File: config.mk
export PLATFORM = sky130hd
export DESIGN_NAME = tsccr_ram
export DESIGN_NICKNAME = d
export VERILOG_FILES = /design/src/sv/tsccr_ram.sv
export SDC_FILE = /design/constraint.sdc
export NUM_CORES = 1
export LEC_CHECK = 0
export ABC_AREA = 1
export BUFFER_PORTS_ARGS = -buffer_cell sky130_fd_sc_hd__buf_2
export CAP_MARGIN = 5
export CORE_AREA = 5 5 134 136
export DETAILED_ROUTE_END_ITERATION = 10
export DIE_AREA = 0 0 139 141
export PLACE_DENSITY_LB_ADDON = 0.05
export SYNTH_ARGS = -nofsm -noshare
export SYNTH_HDL_FRONTEND = slang
export SYNTH_SLANG_ARGS = --single-unit
File: constraint.sdc
create_clock -name clk -period 1.4 [get_ports clk]
set_input_delay 0.21 -clock clk [delete_from_list [all_inputs] [get_ports clk]]
set_output_delay 0.21 -clock clk [all_outputs]
set_load 0.02 [all_outputs]
File: src/sv/tsccr_ram.sv
// generic single write port, single read port ram with registered read
module tsccr_ram #(
    parameter int WIDTH = 8,
    parameter int DEPTH = 16
) (
    input  logic                     clk,
    input  logic                     we,
    input  logic [$clog2(DEPTH)-1:0] waddr,
    input  logic [WIDTH-1:0]         wdata,
    input  logic                     re,
    input  logic [$clog2(DEPTH)-1:0] raddr,
    output logic [WIDTH-1:0]         rdata
);

    logic [WIDTH-1:0] mem [DEPTH];
    logic [WIDTH-1:0] rdata_reg;

    always_ff @(posedge clk)
    begin
        if (we)
        begin
            mem[waddr] <= wdata;
        end
        if (re)
        begin
            rdata_reg <= mem[raddr];
        end
    end

    assign rdata = rdata_reg;

endmodule

# ---- Word level (Yosys, flattened, before mapping)
# Memory sizes are Yosys's and may differ from the RTL's. A register that Yosys moved wholly into a read port is not among the register bits.
# Cells that the tools add are included.
dict set report totals {
  ram_bits 128
  wordCells 3
  out_inout_bits 8
  regBits 0
  memories 1
  in_bits 19
}
# name words width read_ports rd_clocked_by_memory_dff wr line
set mem_list {}
lappend mem_list {mem 16 8 1 1 1 15} ;# logic [WIDTH-1:0] mem [DEPTH];
dict set report op_classes {
  mux 2
}
# operator n
set ops {}
lappend ops {{two-way mux 1 bit} 2}

# ---- Logic depth before layout (Yosys ltp)
# Gate-level depths: netlist of the first run.
dict set report logic_depth {
  ltp_word 2
  depth_mapped 8
  ltp_nobuf 7
}

# ---- Worst setup path after synthesis of the first run
# No wires, ideal clock.
dict set report synth_path {
  path_type {input to register}
  start {in waddr[2]}
  end {mem mem[10][0], enable pin}
  required_time_ns 1.030
  slack_ns 0.239
  stages 2
  arrival_ns 0.791
  n_path_buf 0
  setup_ns 0.370
  path_cell_list {nand3b_1 > nor2_1}
}
# item line
set synth_rtl {}
lappend synth_rtl {{from (decl)} 8} ;# input logic [$clog2(DEPTH)-1:0] waddr,
lappend synth_rtl {{to (decl)} 15}
# Straight into the memory's write port.

# ---- Worst setup path in the final report of the first run
dict set report layout_path {
  start {reg rdata_reg[4], in the netlist rdata[4], read port of mem}
  end {out rdata[4]}
}
# item line
set layout_rtl {}
lappend layout_rtl {{from (decl)} 16} ;# logic [WIDTH-1:0] rdata_reg;
lappend layout_rtl {{to (decl)} 12} ;# output logic [WIDTH-1:0] rdata
# No word-level cell between the ends.

==> results of run 1 <==
cell type report:
cell class | count | area, µm²
clock inverter | 14 | 156
multi-input combinational | 289 | 1210
inverter | 102 | 383
fill | 1662 | 9810
tap | 225 | 282
timing repair buffer | 57 | 463
sequential | 136 | 4080
clock buffer | 18 | 429
final timing paths:
check        endpoint        from
min reg2reg  rdata[0]  mem[10][0]
min          rdata[5]          re
max          rdata[4]    rdata[4]
max reg2reg  rdata[5]   mem[0][5]
cell families after synthesis:
group | Yosys count
simple gates | 289
buf+inv | 126
flops | 136
synthesized netlist by cell type:
cell / number / area [µm²]
edfxtp_1: 136 / 4080
nand3b_1: 2 / 15.0
buf_1: 1 / 3.75
inv_2: 2 / 7.51
nor2_1: 17 / 63.8
inv_1: 100 / 375
buf_4: 4 / 30.0
buf_2: 13 / 65.1
nand3_1: 97 / 485
buf_6: 6 / 67.6
nand2_1: 173 / 649
placed cells by master (no fill, tap or decap):
| cell type | netlist | routed |
|---|---|---|
| buf_2 | 13 | 26 |
| inv_6 | 0 | 1 |
| inv_1 | 100 | 100 |
| clkinv_1 | 0 | 2 |
| buf_4 | 4 | 23 |
| nand2_1 | 173 | 173 |
| clkbuf_16 | 0 | 17 |
| nor2_1 | 17 | 17 |
| buf_12 | 0 | 8 |
| bufinv_16 | 0 | 3 |
| clkbuf_1 | 0 | 1 |
| nand3_1 | 97 | 97 |
| clkinv_2 | 0 | 4 |
| edfxtp_1 | 136 | 136 |
| inv_2 | 2 | 2 |
| clkinvlp_4 | 0 | 4 |
| nand3b_1 | 2 | 2 |
power by group:
part           internal (mW)  switching, mW
combinational          0.204          0.433
sequential              4.59         0.0225
clock                   2.77           1.68
total                   7.57           2.13
layer usage:
layer | GRT usage | routed length [µm] | up-vias
li1 | - | - | 1889
met1 | 0.219 | 6950 | 1837
met2 | 0.242 | 6780 | 81
met3 | 0.0343 | 599 | 19
met4 | 0.0639 | 293 | 0
met5 | 0 | 0 | -
metrics by stage:
stage / hold WS, ps / utilization
2_1_floorplan: 309 / -
3_3_place_gp: 590 / 0.382
3_5_place_dp: 592 / 0.382
4_1_cts: 145 / 0.417
5_1_grt: 146 / 0.417
6_report: 160 / 0.417
==> metrics.yaml, run 1 <==
status: "completed"
die_w_um: 139
cts_setup_buffers: 0
place.detailed.hpwl_um: 9340
core_um2: 16800
fin_nets: 622
ctsHoldBuffers: 0
slew_headroom: 0.727
wire_per_inst_um: 17.4
ys_warn_count: 0
max_cap_viol_count: 0
cts.sinks: 136
area_growth_syn_to_layout_pct: 19.9
grt_first_pass_wirelength_um: 22700
start_util: 0.348
crit_required_ps: 1190
synth_xor_area_frac: 0
gp_congestion: 0.808
synth_area_um2: 5850
synth-seq-cells: 136
peakVddDrop_mv: 0.815
cts-buffers-inserted: 17
portBuffers: 26
worst_slew_pin_slew_ps: 410
rsz0062_at_grt: "false"
worstSetupStartpointType: "register"
cts_resized: 0
grt_max_degree: 35
fin_crit_ps: 1230
synth.mux.area_fraction: 0
synth_top_family_by_area: "simple AND/OR/NAND/NOR gates"
grt_pass1_vias: 3788
fmax_mhz: 815
critical_path_class: "reg2out"
wl_um: 14600
fin_skew_ps: 6.73
hold_path.class: "in2reg"
synthCells: 551
tns_ps: 0
fin_crit_sh: 0.877
cp_num_cells: 1
min_delay_path_depth: 1
die_area_um2: 19600
place_area_um2: 6420
clk_pin_slew_ps: 60
drive_above_1_share: 0.143
cts_tree: "done"
fin_area_um2: 7010
critPathTopFamily: "flip-flops"
largest_reg_flops: 128
routed_via_density: 4.55
grt_use_total: 0.158
htreeDepth: 4
clock_path_buffers: 2
power.density_nw_per_um2: 1380
max_stage_delay_ps: 420
critPathSlowestCell: "edfxtp_1"
hold_violations: 0
yosys.area_share.simple: 0.208
antenna_cells: 0
ant_nets: 0
power_mw: 9.70
p_leak_nw: 3.00
via_count: 3826
die_h_um: 141
antenna_found_initial: 0
insertion_delay_ps: 420
io-pin-count: 27
syn_nets: 570
instances_no_fill: 841
crit_chain: "buf_2"
rows: 48
reg2reg_depth: 6
grt-ovfl-total: 0
cp_max_fo: 1
worst-r2r-setup-slack_ps: 240
cp_num_buf_inv: 1
yosysSeqAreaShare: 0.698
synth-compound-area-share: 0
cts-root-buf: "clkbuf_16"
dr.pass1.iters: 4
place_inst: 809
dp_slack_ps: -89.0
cp-end-kind: "output port"
finalWorstSetupSlack_ps: 173
drt_iter0_markers: 268
drv_slew: 0
synth_cell_types: 11
synthAdderAreaFrac: 0
setup_viol: 0
synth_area_per_cell_um2: 10.6
drc: 0
critical_path_arrival_ps: 1020
(Power assumes the default switching activity.)
==> inputs of run 2 (changes only) <==
==> constraint.sdc (replaced) <==
create_clock -name clk -period 1.4 [get_ports clk]
set_input_delay 0.28 -clock clk [delete_from_list [all_inputs] [get_ports clk]]
set_output_delay 0.28 -clock clk [all_outputs]
set_load 0.02 [all_outputs]
==> run 2 against run 1 <==
Sequential share of layout area down 0.36 points; die area stayed put; clock skew up 1.2 ps; clock power rose by 8.1%; sequential cell count unchanged; first-iteration DRC count rose by 36%; utilization rose by 0.26 points; largest power group is now clock; clock-buffer cell count unchanged; worst hold slack better by 87 ps; critical path type unchanged; cell count up 0.12%; via count grew 0.58%; setup slack worse by 70 ps.
==> metrics.yaml, run 2 (synthesized netlist as in run 1, its figures left out) <==
p_leak_nw: 3.03
die_area_um2: 19600
hold_path.class: "in2reg"
cts_resized: 0
met2_length_um: 6940
max_stage_delay_ps: 420
max_cap_viol_count: 0
cp_num_buf_inv: 1
cts-buffers-inserted: 17
dp_slack_ps: -165
portBuffers: 26
dr.pass1.iters: 5
worstSetupStartpointType: "register"
cp-end-kind: "output port"
fin_skew_ps: 7.89
grt_max_degree: 34
grt_first_pass_wirelength_um: 22500
io-pin-count: 27
fillCellCount: 1665
fin_nets: 623
wl_um: 14700
tns_ps: 0
cp_max_fo: 1
mostFrequentLayoutCell: "nand2_1"
clk_pin_slew_ps: 60
crit_required_ps: 1120
fin_crit_ps: 1300
reg2reg_to: "rdata[7]"
place.detailed.hpwl_um: 9460
fin_crit_sh: 0.926
drv_slew: 0
grt_use_total: 0.156
cts_tree: "done"
antenna_found_initial: 0
crit_chain: "buf_2"
utilization: 0.419
multiInputGateArea_um2: 1210
slew_headroom: 0.638
drive_above_1_share: 0.144
hold_violations: 0
layout_common_cells: "nand2_1 (173), edfxtp_1 (136), inv_1 (100)"
finalWorstSetupSlack_ps: 103
critical_path_arrival_ps: 1020
min_from: "re"
die_h_um: 141
largest_reg_flops: 128
grt_pass1_vias: 3808
core_um2: 16800
wire_per_inst_um: 17.5
cts_setup_buffers: 0
grt-ovfl-total: 0
place_inst: 810
critical_path_class: "reg2out"
die_w_um: 139
insertion_delay_ps: 420
wl_met1_um: 7150
antenna_cells: 0
status: "completed"
cts-root-buf: "clkbuf_16"
reg2reg_depth: 6
min_delay_path_depth: 1
cts.sinks: 136
rsz0062_at_grt: "false"
setup_viol: 0
worst-r2r-setup-slack_ps: 220
critPathTopFamily: "flip-flops"
peakVddDrop_mv: 0.826
htreeDepth: 4
top_layer_used: "met4"
power.density_nw_per_um2: 1430
fmax_mhz: 771
regArea_um2: 4080
rows: 48
routed_via_density: 4.57
critPathSlowestCell: "edfxtp_1"
area_growth_syn_to_layout_pct: 20.7
reg2reg_from: "mem[1][7]"
drt_iter0_markers: 365
gp_congestion: 0.850
met3WireLength_um: 421
ctsHoldBuffers: 0
hold_end: "rdata[3]"
clock_path_buffers: 2
via_count: 3848
worst_slew_pin_slew_ps: 542
drc: 0
ant_nets: 0
instances_no_fill: 842
start_util: 0.348
==> run 2: worst max path at each step <==
stage	slack, ps	from	to	cells after the start
after floorplan	170	waddr[2]	mem[10][0]	2
final	100	rdata[3]	rdata[3]	1
after global placement	-140	raddr[0]	rdata[7]	8
after global routing	50	rdata[3]	rdata[3]	1
after detailed placement	-170	raddr[0]	rdata[7]	8
after CTS	60	rdata[3]	rdata[3]	1
==> run 2: power breakdown <==
| part | switching [mW] | internal [mW] |
|---|---|---|
| Combinational | 0.438 | 0.201 |
| Sequential | 0.0228 | 4.59 |
| Clock | 1.67 | 3.14 |
| Total | 2.13 | 7.93 |
==> run 2: area by class of cell <==
class | instances | share of cell area
timing repair buffer | 58 | 0.0649
sequential | 136 | 0.579
tap | 225 | 0.0399
clock buffer | 18 | 0.0608
clock inverter | 14 | 0.0291
inverter | 102 | 0.0543
multi-input combinational | 289 | 0.172
==> run 2: per-stage QoR <==
step	hold WS [ps]	total power [mW]	instance area (µm²)
finish	247	10.1	7050
global route	237	10.4	7050
CTS	217	10.2	7050
detailed placement	662	5.35	6420
global placement	657	5.35	6420
floorplan	379	5.04	5850
==> run 2: per-layer routing <==
layer  up-vias  GRT usage
met5         -          0
met4         0     0.0469
met3        15     0.0353
met2        71      0.249
met1      1873      0.213
li1       1889          -
